## config.mk

```make
export PLATFORM = sky130hd
export DESIGN_NAME = csv_field_tokenizer_core
export DESIGN_NICKNAME = d
export VERILOG_FILES = /design/src/hdl/csvt_pkg.sv /design/src/hdl/csvt_decode.sv /design/src/hdl/csv_field_tokenizer_core.sv
export SDC_FILE = /design/constraint.sdc
export NUM_CORES = 1
export LEC_CHECK = 0
export BUFFER_PORTS_ARGS = -buffer_cell sky130_fd_sc_hd__buf_2
export CORE_MARGIN = 2
export CORE_UTILIZATION = 40
export CTS_CLUSTER_DIAMETER = 30
export CTS_CLUSTER_SIZE = 10
export DETAILED_ROUTE_END_ITERATION = 6
export SYNTH_ARGS = -nofsm -noshare
export SYNTH_HDL_FRONTEND = slang
export SYNTH_SLANG_ARGS = --single-unit
```

## constraint.sdc

```tcl
create_clock -name clk -period 2.3 [get_ports clk]
set_input_delay 0.345 -clock clk [delete_from_list [all_inputs] [get_ports clk]]
set_output_delay 0.345 -clock clk [all_outputs]
set_load 0.02 [all_outputs]
```

## src/hdl/csvt_pkg.sv

```systemverilog
// csvt_pkg: shared constants and types for the CSV field tokenizer.
// Used by csvt_decode and csv_field_tokenizer_core; depends on nothing.
package csvt_pkg;

    localparam logic [7:0] CH_NUL   = 8'h00;
    localparam logic [7:0] CH_QUOTE = 8'h22;
    localparam logic [7:0] CH_COMMA = 8'h2C;
    localparam logic [7:0] CH_TAB   = 8'h09;
    localparam logic [7:0] CH_LF    = 8'h0A;
    localparam logic [7:0] CH_CR    = 8'h0D;
    localparam logic [7:0] CH_SPACE = 8'h20;

    // parser state codes
    localparam logic [2:0] ST_START = 3'd0;
    localparam logic [2:0] ST_UNQ   = 3'd1;
    localparam logic [2:0] ST_INQ   = 3'd2;
    localparam logic [2:0] ST_QSEEN = 3'd3;
    localparam logic [2:0] ST_AFTER = 3'd4;
    localparam logic [2:0] ST_DROP  = 3'd5;

    // result kinds
    localparam logic [1:0] K_DATA = 2'd0;
    localparam logic [1:0] K_FEND = 2'd1;
    localparam logic [1:0] K_REND = 2'd2;
    localparam logic [1:0] K_ERR  = 2'd3;

    // result queue
    localparam int QDEPTH = 4;
    localparam int QAW    = $clog2(QDEPTH);
    localparam int QCW    = $clog2(QDEPTH + 1);

    typedef struct packed {
        logic [1:0] kind;
        logic [7:0] byte_out;
        logic       last;
    } result_t;

    // decode of one byte: up to two results plus the next state
    typedef struct packed {
        logic [1:0] n;
        result_t    r0;
        result_t    r1;
        logic [2:0] next_state;
    } dec_t;

endpackage

```

## src/hdl/csvt_decode.sv

```systemverilog
// csvt_decode: per-byte decision logic of the CSV tokenizer.
// Pure combinational; depends on csvt_pkg.
module csvt_decode (
    input  logic [2:0]      state,
    input  logic [7:0]      byte_in,
    output csvt_pkg::dec_t  dec
);

    logic blank;
    logic line_end;
    logic [1:0] k0;
    logic [1:0] k1;

    assign blank    = (byte_in == csvt_pkg::CH_SPACE) || (byte_in == csvt_pkg::CH_TAB);
    assign line_end = (byte_in == csvt_pkg::CH_LF) || (byte_in == csvt_pkg::CH_CR);

    always_comb
    begin
        dec.n          = 2'd0;
        dec.next_state = state;
        k0             = csvt_pkg::K_DATA;
        k1             = csvt_pkg::K_DATA;
        case (state)
            csvt_pkg::ST_UNQ:
            begin
                dec.n = 2'd1;
                if (byte_in == csvt_pkg::CH_COMMA)
                begin
                    k0             = csvt_pkg::K_FEND;
                    dec.next_state = csvt_pkg::ST_START;
                end
                else if (byte_in == csvt_pkg::CH_NUL)
                begin
                    k0             = csvt_pkg::K_REND;
                    dec.next_state = csvt_pkg::ST_START;
                end
                else if (line_end)
                begin
                    k0             = csvt_pkg::K_REND;
                    dec.next_state = csvt_pkg::ST_DROP;
                end
            end
            csvt_pkg::ST_INQ:
            begin
                if (byte_in == csvt_pkg::CH_NUL)
                begin
                    dec.n          = 2'd1;
                    k0             = csvt_pkg::K_ERR;
                    dec.next_state = csvt_pkg::ST_START;
                end
                else if (byte_in == csvt_pkg::CH_QUOTE)
                begin
                    dec.next_state = csvt_pkg::ST_QSEEN;
                end
                else
                begin
                    dec.n = 2'd1;
                end
            end
            csvt_pkg::ST_QSEEN, csvt_pkg::ST_AFTER:
            begin
                if (state == csvt_pkg::ST_QSEEN && byte_in == csvt_pkg::CH_QUOTE)
                begin
                    // doubled quote: one literal quote
                    dec.n          = 2'd1;
                    dec.next_state = csvt_pkg::ST_INQ;
                end
                else if (blank)
                begin
                    dec.next_state = csvt_pkg::ST_AFTER;
                end
                else if (byte_in == csvt_pkg::CH_COMMA)
                begin
                    dec.n          = 2'd1;
                    k0             = csvt_pkg::K_FEND;
                    dec.next_state = csvt_pkg::ST_START;
                end
                else if (byte_in == csvt_pkg::CH_NUL)
                begin
                    dec.n          = 2'd1;
                    k0             = csvt_pkg::K_REND;
                    dec.next_state = csvt_pkg::ST_START;
                end
                else if (line_end)
                begin
                    dec.n          = 2'd1;
                    k0             = csvt_pkg::K_REND;
                    dec.next_state = csvt_pkg::ST_DROP;
                end
                else if (byte_in == csvt_pkg::CH_QUOTE)
                begin
                    // field end, then a new quoted field opens
                    dec.n          = 2'd1;
                    k0             = csvt_pkg::K_FEND;
                    dec.next_state = csvt_pkg::ST_INQ;
                end
                else
                begin
                    // field end, then this byte starts an unquoted field
                    dec.n          = 2'd2;
                    k0             = csvt_pkg::K_FEND;
                    k1             = csvt_pkg::K_DATA;
                    dec.next_state = csvt_pkg::ST_UNQ;
                end
            end
            csvt_pkg::ST_DROP:
            begin
                if (byte_in == csvt_pkg::CH_NUL)
                begin
                    dec.next_state = csvt_pkg::ST_START;
                end
            end
            default:
            begin
                // field start; unused codes land here too
                dec.next_state = csvt_pkg::ST_START;
                if (blank)
                begin
                    dec.n = 2'd0;
                end
                else if (byte_in == csvt_pkg::CH_NUL)
                begin
                    dec.n = 2'd1;
                    k0    = csvt_pkg::K_REND;
                end
                else if (line_end)
                begin
                    dec.n          = 2'd1;
                    k0             = csvt_pkg::K_REND;
                    dec.next_state = csvt_pkg::ST_DROP;
                end
                else if (byte_in == csvt_pkg::CH_QUOTE)
                begin
                    dec.next_state = csvt_pkg::ST_INQ;
                end
                else if (byte_in == csvt_pkg::CH_COMMA)
                begin
                    dec.n = 2'd1;
                    k0    = csvt_pkg::K_FEND;
                end
                else
                begin
                    dec.n          = 2'd1;
                    dec.next_state = csvt_pkg::ST_UNQ;
                end
            end
        endcase

        dec.r0.kind     = k0;
        dec.r0.byte_out = (k0 == csvt_pkg::K_DATA) ? byte_in : 8'h00;
        dec.r0.last     = (dec.n == 2'd1);
        dec.r1.kind     = k1;
        dec.r1.byte_out = (k1 == csvt_pkg::K_DATA) ? byte_in : 8'h00;
        dec.r1.last     = 1'b1;
    end

endmodule

```

## src/hdl/csv_field_tokenizer_core.sv

```systemverilog
// csv_field_tokenizer_core: top level of the streaming CSV field tokenizer.
// Depends on csvt_pkg and csvt_decode.

// One record's bytes enter one word per cycle while in_ready is high; byte
// 0 ends the record. Each byte yields zero, one or two result words (data
// byte, field end, record end, or unterminated-quote error), with last set
// on the final word a byte causes. A byte goes into an input register, is
// decoded against the parser state and its results are written into a
// four-entry result queue that drives the output. The block takes one byte
// per cycle while the queue holds two words or fewer, so with a free-running
// output and no two-word bytes the rate is one byte per cycle. A byte waits
// in the input register until the queue has room; its results are valid once
// written to the queue. No clearing pass; state is ready right after reset.
module csv_field_tokenizer_core (
    input  logic       clk,
    input  logic       rst_n,
    input  logic       in_valid,
    output logic       in_ready,
    input  logic [7:0] byte_in,
    output logic       out_valid,
    input  logic       out_ready,
    output logic [1:0] kind,
    output logic [7:0] byte_out,
    output logic       last
);

    logic                     hold_valid_reg;
    logic [7:0]               hold_byte_reg;
    logic [2:0]               state_reg;
    csvt_pkg::result_t        q_reg [csvt_pkg::QDEPTH];
    logic [csvt_pkg::QAW-1:0] wr_ptr_reg;
    logic [csvt_pkg::QAW-1:0] rd_ptr_reg;
    logic [csvt_pkg::QCW-1:0] count_reg;
    logic [csvt_pkg::QCW-1:0] count_next;

    csvt_pkg::dec_t           dec;
    csvt_pkg::result_t        head;
    logic                     consume;
    logic                     pop;
    logic                     in_take;

    csvt_decode u_decode (
        .state   (state_reg),
        .byte_in (hold_byte_reg),
        .dec     (dec)
    );

    // room for the worst case of two words before a held byte is decoded
    assign consume  = hold_valid_reg &&
                      (count_reg <= csvt_pkg::QCW'(csvt_pkg::QDEPTH - 2));
    assign in_ready = !hold_valid_reg || consume;
    assign in_take  = in_valid && in_ready;

    assign head      = q_reg[rd_ptr_reg];
    assign out_valid = (count_reg != '0);
    assign pop       = out_valid && out_ready;
    assign kind      = head.kind;
    assign byte_out  = head.byte_out;
    assign last      = head.last;

    always_comb
    begin
        count_next = count_reg - csvt_pkg::QCW'(pop);
        if (consume)
        begin
            count_next = count_next + csvt_pkg::QCW'(dec.n);
        end
    end

    always_ff @(posedge clk or negedge rst_n)
    begin
        if (!rst_n)
        begin
            hold_valid_reg <= 1'b0;
            state_reg      <= csvt_pkg::ST_START;
            wr_ptr_reg     <= '0;
            rd_ptr_reg     <= '0;
            count_reg      <= '0;
        end
        else
        begin
            if (in_take)
            begin
                hold_valid_reg <= 1'b1;
            end
            else if (consume)
            begin
                hold_valid_reg <= 1'b0;
            end
            if (consume)
            begin
                state_reg  <= dec.next_state;
                wr_ptr_reg <= wr_ptr_reg + csvt_pkg::QAW'(dec.n);
            end
            if (pop)
            begin
                rd_ptr_reg <= rd_ptr_reg + csvt_pkg::QAW'(1);
            end
            count_reg <= count_next;
        end
    end

    always_ff @(posedge clk)
    begin
        if (in_take)
        begin
            hold_byte_reg <= byte_in;
        end
        if (consume && dec.n != 2'd0)
        begin
            q_reg[wr_ptr_reg] <= dec.r0;
        end
        if (consume && dec.n == 2'd2)
        begin
            q_reg[wr_ptr_reg + csvt_pkg::QAW'(1)] <= dec.r1;
        end
    end

    a_count_bound: assert property (@(posedge clk) disable iff (!rst_n)
        count_reg <= csvt_pkg::QCW'(csvt_pkg::QDEPTH))
        else $error("result queue overflow");

    a_state_legal: assert property (@(posedge clk) disable iff (!rst_n)
        state_reg <= csvt_pkg::ST_DROP)
        else $error("parser state left the used codes");

    a_err_last: assert property (@(posedge clk) disable iff (!rst_n)
        out_valid && kind == csvt_pkg::K_ERR |-> last)
        else $error("error word not marked last");

    a_zero_payload: assert property (@(posedge clk) disable iff (!rst_n)
        out_valid && kind != csvt_pkg::K_DATA |-> byte_out == 8'h00)
        else $error("non-data word carries a byte");

    a_first_of_pair: assert property (@(posedge clk) disable iff (!rst_n)
        out_valid && !last |-> kind == csvt_pkg::K_FEND)
        else $error("first of a word pair is not a field end");

endmodule

```

==> metrics, run 1 <==
post-synthesis sequential area ratio 49.9%; Non-Filler Instances 495; post-route design area 4700 um2; register area 1720 um2; largest net degree at the start of global routing 17; Slew HR 64.4%; clk_skew 11.1 ps; total wire length 8240 um; Hold Fails Final Rpt 0; pre-CTS setup slack -297 ps; Max Freq 0.392 GHz; post-detail-place hpwl 5890 um; HP Start byte_in[4]; CTS sink count 63; total grt overflow 0; RSZ-0062 raised after global routing true; Crit Path Max Fanout 8; fin nets 401; setup TNS -13,100 ps; starting density of the core 41.6%; H-tree levels 3; status complete, but fails checks; die height 96.7 um; Port Buffers 24; worst hold path depth 1; Synth Net Count 301; Placed Instance Area 4180 um2; Post-synth EDFFs 40; synthesized area 3440 um2; CP Data Required Time 2400 ps; vias in the first global route 2,648; cells on worst reg2reg path 8; clock-pin slew on the worst setup and hold paths 70 ps; PwrDens 1290 nW/um2; top-area cell type share of the netlist area 34.9%; area of the core 8260 um2; Final Max Tran Viols 0; Iter 0 DRT Violations 110; TritonRoute pass-1 iters 6; # fillers 713; FFs w/ async S/R, synth 17.5%; Crit. End Element register; placed cells 461; die area 9350 um2; GRT Total Usage 17.8%; max-cap violations 0; Reg2Reg Setup Slack -250 ps; startpoint types register; antenna viol nets, final 0; Syn. warnings 0; Crit Path Class reg2reg; final core occ 57.0%; maximum vdd drop 0.670 mV; Routed WL per cell 16.6 um; Synth area leaders edfxtp_1 (35%), dfrtp_1 (8.0%), mux4_2 (7.2%); row cnt 33; layout cells sized above 1 44.4%; Yosys top cell by area edfxtp_1; Vias/cell 5.42; CTS tree built; Critical R2R Launch hold_byte_reg[2]$_DFFE_PP_; worst setup margin -254 ps; max reg flops 44; area of the multi-input gates 1750 um2; Final Power 6.07 mW; Endpoint, Worst Hold hold_byte_reg[4]$_DFFE_PP_; total number of vias 2,681; # setup viols final 72; ys flop type edfxtp_1; failing checks setup timing; post-synthesis cell type count 70; clk_lat worst skew 340 ps; r2r endpoint q_reg[3][8]$_DFFE_PP_; Hold/Removal Path Class in2reg; post-synthesis register bit count 63; global-route wire length before repair 13,200 um; worst path arrival time 2650 ps; CTS root buf clkbuf_8; Synth Instances 285; Pleak 1.78 nW; DRC viols 0; die width 96.7 um; slew of the pin with the lowest slew margin 532 ps; initial antenna violation count 0; Syn Area/Cell 12.1 um2; Worst Hold Slack 180 ps; area grow syn2layout 36.8%; final critical-path required period 2550 ps; RePlAce Congestion 0.846; # IOs 25; Clock Tree Buf Depth 2; total CTS buffers 9; crit share post-route 111%; n_diodes 0
==> cell families (layout without fill, tap and decap cells) <==
family | after synthesis | after routing | synth area share [%]
and+or+nand+nor | 90 | 90 | 15.8
AOI/OAI and AO/OA | 75 | 75 | 18.4
DFF | 63 | 63 | 49.9
buffers and inverters | 30 | 135 | 3.78
muxes | 16 | 16 | 8.66
xor gates and xnor gates | 7 | 7 | 1.78
adders and majority gates | 4 | 4 | 1.67
==> timing repair <==
item / CTS / global route
cloned: 0 / 1
pin swaps: 8 / 8
hold buffers: 1 / 0
endpoints found under the hold margin: 11 / 0
resized for setup: 24 / 12
buffers inserted: 6 / 10
setup endpoints to repair: 80 / 83
==> metal layers <==
layer  share of wire (%)  GRT usage (%)  vias to the layer above
met5                   0              0                        -
met3                 3.3           4.12                       11
met4                 1.8           5.96                        0
li1                    -              -                     1305
met2                  51           30.8                       46
met1                  44           21.9                     1319
==> critical path: stages (launching register included) <==
cell and delay, ps:
edfxtp_1 430, buf_6 160, or4_1 520, a311o_1 340, a211oi_2 210, nand2_2 170, a21oi_4 240, clkbuf_16 190
nor3b_1 50
==> cell usage in the layout, fill, tap and decap left out, types with 5 or more instances in the layout <==
cell / n
buf_4: 68
edfxtp_1: 40
buf_2: 24
nand2_1: 14
nor3b_1: 13
a21oi_1: 12
nor2_1: 12
dfxtp_1: 12
mux4_2: 11
clkbuf_8: 11
dfrtp_1: 11
inv_1: 10
buf_6: 9
nand2b_1: 7
a21boi_1: 7
a21boi_0: 7
nor3_1: 5
xnor2_1: 5
a21oi_2: 5
mux2i_1: 5
buf_12: 5
==> worst max path at each step <==
| stage | from | end | slack [ps] | depth (start not counted) |
|---|---|---|---|---|
| after floorplan | hold_byte_reg[1]$_DFFE_PP_ | count_reg[1]$_DFF_PN0_ | -100 | 8 |
| after detailed placement | hold_byte_reg[1]$_DFFE_PP_ | q_reg[1][2]$_DFFE_PP_ | -300 | 8 |
| final | hold_byte_reg[2]$_DFFE_PP_ | q_reg[3][8]$_DFFE_PP_ | -250 | 8 |
| after global placement | hold_byte_reg[0]$_DFFE_PP_ | q_reg[0][5]$_DFFE_PP_ | -210 | 8 |
| after CTS | hold_byte_reg[0]$_DFFE_PP_ | q_reg[1][2]$_DFFE_PP_ | -200 | 8 |
| after global routing | hold_byte_reg[2]$_DFFE_PP_ | q_reg[2][5]$_DFFE_PP_ | -390 | 8 |
==> power breakdown <==
part	switching (mW)	internal, mW
combinational	1.66	1.59
clock	0.428	0.515
sequential	0.236	1.64
total	2.33	3.75
==> cells in the mapped netlist (2+ instances only) <==
cell,n
and2_1,3
a21oi_2,2
mux2i_1,5
o2111ai_2,2
xnor2_1,5
a21oi_1,15
a2bb2oi_1,2
edfxtp_1,40
or3_1,3
o21bai_1,2
clkbuf_1,10
nor2_1,12
o31ai_1,2
nor3b_1,14
nand2_1,19
o211ai_1,2
o21ai_1,2
o21ai_0,2
or4_1,4
nand3_1,3
buf_2,4
a211oi_1,3
a21boi_0,14
nor3_1,6
xor2_1,2
mux4_2,11
a22o_1,3
a221o_1,3
nand3b_1,3
dfrtp_1,11
dfxtp_1,12
o41ai_1,2
a21oi_4,3
ha_1,3
nand4b_1,2
or3b_1,2
buf_1,2
nand2b_1,7
nor2b_1,2
inv_1,11
==> layout make-up <==
class	count	share of cell area (%)
multi-input combinational	192	37.2
sequential	63	36.5
timing repair buffer	108	18.4
clock buffer	14	3.91
tap	105	2.79
inverter	11	0.878
clock inverter	2	0.266
Power figures use the tool's default switching activity.
==> run 2: changes to the inputs <==
Settings changed: MAX_ROUTING_LAYER from default to met4, PLACE_DENSITY from default to 0.66.
==> metrics, run 2 (synthesis gave the netlist of run 1 again) <==
total grt overflow 0 (unchanged); RSZ-0062 raised after global routing true; starting density of the core 41.6% (unchanged); initial antenna violation count 0 (unchanged); worst setup margin -229 ps (+24.2 ps); post-detail-place hpwl 6110 um (+3.7%); # IOs 25 (unchanged); area grow syn2layout 52.7%; Routed WL per cell 18.1 um (+9.1%); Worst Hold Slack 168 ps (-12.7 ps); die width 96.7 um (unchanged); Slew HR 69.3% (+4.9 points); global-route wire length before repair 14,500 um (+9.9%); Crit Path Class reg2reg; Vias/cell 5.48 (+1.1%); row cnt 33 (unchanged); most common cell after layout, fill and taps aside buf_4; total number of vias 2,799 (+4.4%); DRC viols 0 (unchanged); antenna viol nets, final 0 (unchanged); Pleak 1.98 nW (+12%); maximum vdd drop 0.835 mV (+25%); CTS sink count 63 (unchanged); Crit. End Element register; Hold Fails Final Rpt 0 (unchanged); Critical R2R Launch hold_byte_reg[0]$_DFFE_PP_; failing checks setup timing; RePlAce Congestion 0.835 (-1.3%); Final Max Tran Viols 0 (unchanged); TritonRoute pass-1 iters 4 (-2); most frequent cells in the layout buf_4 (64), edfxtp_1 (40), buf_6 (30); Port Buffers 24 (unchanged); Clock Tree Buf Depth 2 (unchanged); r2r endpoint q_reg[1][8]$_DFFE_PP_; layout cells sized above 1 56.9% (+13 points); CTS tree built; max reg flops 44 (unchanged); clk_lat worst skew 350 ps (about the same); startpoint types register; largest net degree at the start of global routing 14 (-3); total CTS buffers 9 (unchanged); die area 9350 um2 (unchanged); Iter 0 DRT Violations 224 (+100%); worst path arrival time 2720 ps (+70 ps); crit share post-route 110% (-1.1 points); clock-pin slew on the worst setup and hold paths 70 ps (about the same); slew of the pin with the lowest slew margin 459 ps (-73.3 ps); Crit Path Max Fanout 8 (unchanged); final critical-path required period 2530 ps (-24.2 ps); # setup viols final 82 (+14%); CP Data Required Time 2490 ps (+90 ps); area of the core 8260 um2 (unchanged); Non-Filler Instances 511 (+3.2%); max-cap violations 0 (unchanged); HP Start byte_in[2]; PwrDens 1280 nW/um2 (-0.95%); GRT Total Usage 20.4% (+2.6 points); vias in the first global route 2,878 (+8.7%); worst hold path depth 1 (unchanged); status complete, but fails checks; clk_skew 7.22 ps (-3.88 ps); n_diodes 0 (unchanged); placed cells 467 (+1.3%); fin nets 417 (+4.0%); CTS root buf clkbuf_8; Max Freq 0.395 GHz (+0.96%); total wire length 9270 um (+13%); cells on worst reg2reg path 10 (+2); H-tree levels 3 (unchanged); Hold/Removal Path Class in2reg; die height 96.7 um (unchanged); Reg2Reg Setup Slack -230 ps (+20 ps); Endpoint, Worst Hold hold_byte_reg[2]$_DFFE_PP_
run 2: cell types whose count changed in the layout (fill, tap and decap cells not counted), sizes merged:
cell,change
buf,+16
clkbuf,-5
bufinv,+3
clkinv,+3
clkinvlp,-1
run 2: worst max path at each step:
| stage | start | end | slack [ps] | cells after the start |
|---|---|---|---|---|
| after detailed placement | hold_byte_reg[1]$_DFFE_PP_ | q_reg[0][7]$_DFFE_PP_ | -250 | 7 |
| after CTS | hold_byte_reg[3]$_DFFE_PP_ | count_reg[1]$_DFF_PN0_ | -210 | 8 |
| after floorplan | hold_byte_reg[1]$_DFFE_PP_ | count_reg[1]$_DFF_PN0_ | -100 | 8 |
| after global placement | hold_byte_reg[0]$_DFFE_PP_ | count_reg[1]$_DFF_PN0_ | -180 | 9 |
| after global routing | hold_byte_reg[0]$_DFFE_PP_ | q_reg[1][7]$_DFFE_PP_ | -330 | 10 |
| final | hold_byte_reg[0]$_DFFE_PP_ | q_reg[1][8]$_DFFE_PP_ | -230 | 10 |
run 2: area by class of cell:
type | instances | area (um2)
Tap cell | 105 | 131
Clock inverter | 7 | 121
Fill cell | 592 | 3010
Clock buffer | 9 | 124
Sequential cell | 63 | 1720
Multi-Input combinational cell | 192 | 2060
Inverter | 11 | 41.3
Timing Repair Buffer | 124 | 1050
run 2: stage by stage:
step	setup WS, ps	setup TNS, ps	power (mW)	utilization, %	area (um2)
after floorplan	-103	-1840	3.73	-	3500
after global placement	-179	-8850	4.73	51.2	4230
after detailed placement	-247	-13920	4.79	51.2	4230
after CTS	-205	-10470	6.46	60.6	5010
after global routing	-330	-20420	7.08	63.6	5250
final	-229	-13750	6.71	63.6	5250
run 2: what timing repair did:
action,CTS,global route
pin swaps,42,37
hold buffers,1,0
setup buffers,22,8
resized for setup,89,35
endpoints found under the hold margin,11,0
endpoints found under the setup margin,78,84
cloned,1,0
run 2: metal layers:
| metal | routed length (um) | GRT usage, % |
|---|---|---|
| met4 | 138 | 5.74 |
| met3 | 304 | 4.48 |
| met5 | 0 | - |
| met2 | 5000 | 35.3 |
| met1 | 3830 | 24.1 |
run 2: report_power, final:
part           leakage [nW]  switching [mW]  total (mW)  internal (mW)
Sequential            0.606           0.237        1.85           1.61
Clock                 0.123           0.461        1.18          0.723
Combinational          1.25            1.89        3.68           1.79
Total                  1.98            2.59        6.71           4.13
run 2: worst max-delay path, cell delays in order, from the launching register on:
cell	delay (ps)
edfxtp_1	470
buf_6	160
or3b_4	400
a2111oi_4	300
buf_4	210
a21oi_4	50
a21oi_4	210
buf_6	140
a21oi_4	70
clkbuf_16	180
nor3b_2	160
==> run 3: changes to the inputs <==
Settings changed: CELL_PAD_IN_SITES_DETAIL_PLACEMENT from default to 0, CELL_PAD_IN_SITES_GLOBAL_PLACEMENT from default to 1, PLACE_DENSITY 0.66 to 0.77.
==> metrics, run 3 (synthesis gave the netlist of run 1 again) <==
HP Start byte_in[1]; Switching Share 38.6% (+0.089 points); crit path from hold_byte_reg[3]$_DFFE_PP_; Crit. End Element register; row cnt 33 (unchanged); Crit Path Class reg2reg; most frequent cells in the layout buf_4 (60), edfxtp_1 (40), buf_2 (24); P_int 3.84 mW (-7.0%); Non-Filler Instances 491 (-3.9%); fin nets 397 (-4.8%); Pleak 1.82 nW (-8.1%); largest net degree at the start of global routing 17 (+3); total CTS buffers 9 (unchanged); RSZ-0062 raised after global routing true; crit share post-route 108% (-1.9 points); Placed Instance Area 4250 um2 (+0.41%); worst path arrival time 2670 ps (-50 ps); TritonRoute pass-1 iters 4 (unchanged); n_diodes 0 (unchanged); area grow syn2layout 41.6%; DRC viols 0 (unchanged); post-detail-place hpwl 5880 um (-3.8%); M1 wire length 3720 um (-3.0%); Vias/cell 5.47 (-0.13%); post-route design area 4870 um2 (-7.3%); met2 WL 4220 um (-15%); die area 9350 um2 (unchanged); Port Buffers 24 (unchanged); CTS tree built; total wire length 8310 um (-10%); GRT Total Usage 18.9% (-1.6 points); clk_lat worst skew 340 ps (about the same); CP Data Required Time 2490 ps (about the same); status complete, but fails checks; Final Power 6.26 mW (-6.8%); # IOs 25 (unchanged); startpoint types register; Routed WL per cell 16.9 um (-6.7%); # fillers 667 (+13%); Hold/Removal Path Class in2reg; die height 96.7 um (unchanged); CTS sink count 63 (unchanged); final critical-path required period 2490 ps (-42.6 ps); PwrDens 1290 nW/um2 (+0.51%); Critical R2R Launch hold_byte_reg[3]$_DFFE_PP_; layout cells sized above 1 52.6% (-4.3 points); Max Freq 0.402 GHz (+1.7%); global-route wire length before repair 13,700 um (-5.2%); Clock Tree Buf Depth 2 (unchanged); vias in the first global route 2,733 (-5.0%); total number of vias 2,686 (-4.0%); P_sw 2.42 mW (-6.6%); Hold Fails Final Rpt 0 (unchanged); worst setup margin -187 ps (+42.6 ps); initial antenna violation count 0 (unchanged); H-tree levels 3 (unchanged); placed cells 466 (-0.21%); most common cell after layout, fill and taps aside buf_4; CP Cell Sequence buf_4 > or4_4 > a311o_1 > buf_4 > a21oi_4 > buf_6 > a21oi_4 > buf_12 > nor3b_2; Iter 0 DRT Violations 161 (-28%); starting density of the core 41.6% (unchanged); Slew HR 70.8% (+1.5 points); Flop pwr share 29.8% (+2.2 points); area of the core 8260 um2 (unchanged); Worst Hold Slack 179 ps (+10.9 ps); max-cap violations 0 (unchanged); CTS root buf clkbuf_8; Crit Path Max Fanout 16 (+8); largest stage delay on the critical path 480 ps (about the same); maximum vdd drop 0.681 mV (-18%); Worst path slowest cell edfxtp_1; Met3 Routed Length 276 um (-9.2%); Final Max Tran Viols 0 (unchanged); max reg flops 44 (unchanged); total grt overflow 0 (unchanged); Clock power frac 17.0% (-0.6 points); clock-pin slew on the worst setup and hold paths 70 ps (about the same); die width 96.7 um (unchanged); slew of the pin with the lowest slew margin 438 ps (-20.8 ps); failing checks setup timing; RePlAce Congestion 0.828 (-0.73%); Top Metal Used met4; antenna viol nets, final 0 (unchanged); # setup viols final 71 (-13%); clk_skew 8.47 ps (+1.25 ps); Logic pwr share 53.2% (-1.6 points)
## run 3: cell types whose count changed in the layout (fill, tap and decap cells not counted), moves of 2 or more
cell | before | now
nor3b_4 | 7 | 0
buf_4 | 64 | 60
nor3b_2 | 7 | 11
buf_6 | 30 | 14
a21oi_4 | 7 | 5
nand2_1 | 15 | 13
clkinv_4 | 3 | 1
clkinvlp_4 | 0 | 2
nor3b_1 | 0 | 3
## run 3: routing by layer
| layer | global-route usage, % | vias to the layer above |
|---|---|---|
| met1 | 24.0 | 1339 |
| met3 | 5.06 | 11 |
| met4 | 4.44 | 0 |
| li1 | - | 1295 |
| met5 | - | - |
| met2 | 30.4 | 41 |
## run 3: timing repair
item | 4_1_cts | 5_1_grt
pin swaps | 18 | 16
hold buffers | 1 | 0
resized for setup | 46 | 39
setup endpoints to repair | 79 | 82
buffers inserted | 6 | 5
hold endpoints to repair | 11 | 0
## run 3: layout make-up
type	instances	area, um2	share of cell area, %
multi-input cells	192	1920	39.4
clock inverters	7	96.3	1.98
flip-flops and latches	63	1720	35.3
repair buffers	104	838	17.2
inverters	11	41.3	0.848
clock buffers	9	124	2.54
well taps	105	131	2.70
## run 3: power by group through the flow
stage	logic [mW]	registers [mW]	clock network [mW]
final	3.33	1.86	1.07
after global routing	3.60	1.91	1.14
after CTS	3.13	1.86	1.09
after detailed placement	2.91	1.88	0
after global placement	2.89	1.86	0
after floorplan	1.94	1.80	0
## run 3: final timing paths
path | end | slack, ps | cells past startpoint
max | q_reg[3][4]$_DFFE_PP_ | -190 | 9
min | hold_byte_reg[1]$_DFFE_PP_ | 180 | 1
max reg2reg | q_reg[3][4]$_DFFE_PP_ | -190 | 9
min reg2reg | q_reg[2][10]$_SDFFE_PP0P_ | 460 | 2
max in group asynchronous | state_reg[2]$_DFFE_PN0P_ | 1690 | 2
min in group asynchronous | count_reg[1]$_DFF_PN0_ | 400 | 2
## run 3: per-stage QoR
stage          util [%]  setup WS (ps)  setup TNS [ps]
6_report           58.9           -187           -7600
2_1_floorplan         -           -103           -1840
3_3_place_gp       51.4           -143           -5840
3_5_place_dp       51.4           -213           -9750
5_1_grt            58.9           -254          -14170
4_1_cts            56.5           -165           -6170
## run 3: worst max-delay path: cells and delay by family (launching register included)
family                 cells  cell delay [ps]
buffers and inverters      4              630
flip-flops                 1              480
AND/OR/NAND/NOR            2              620
AO/OA/AOI/OAI              3              590
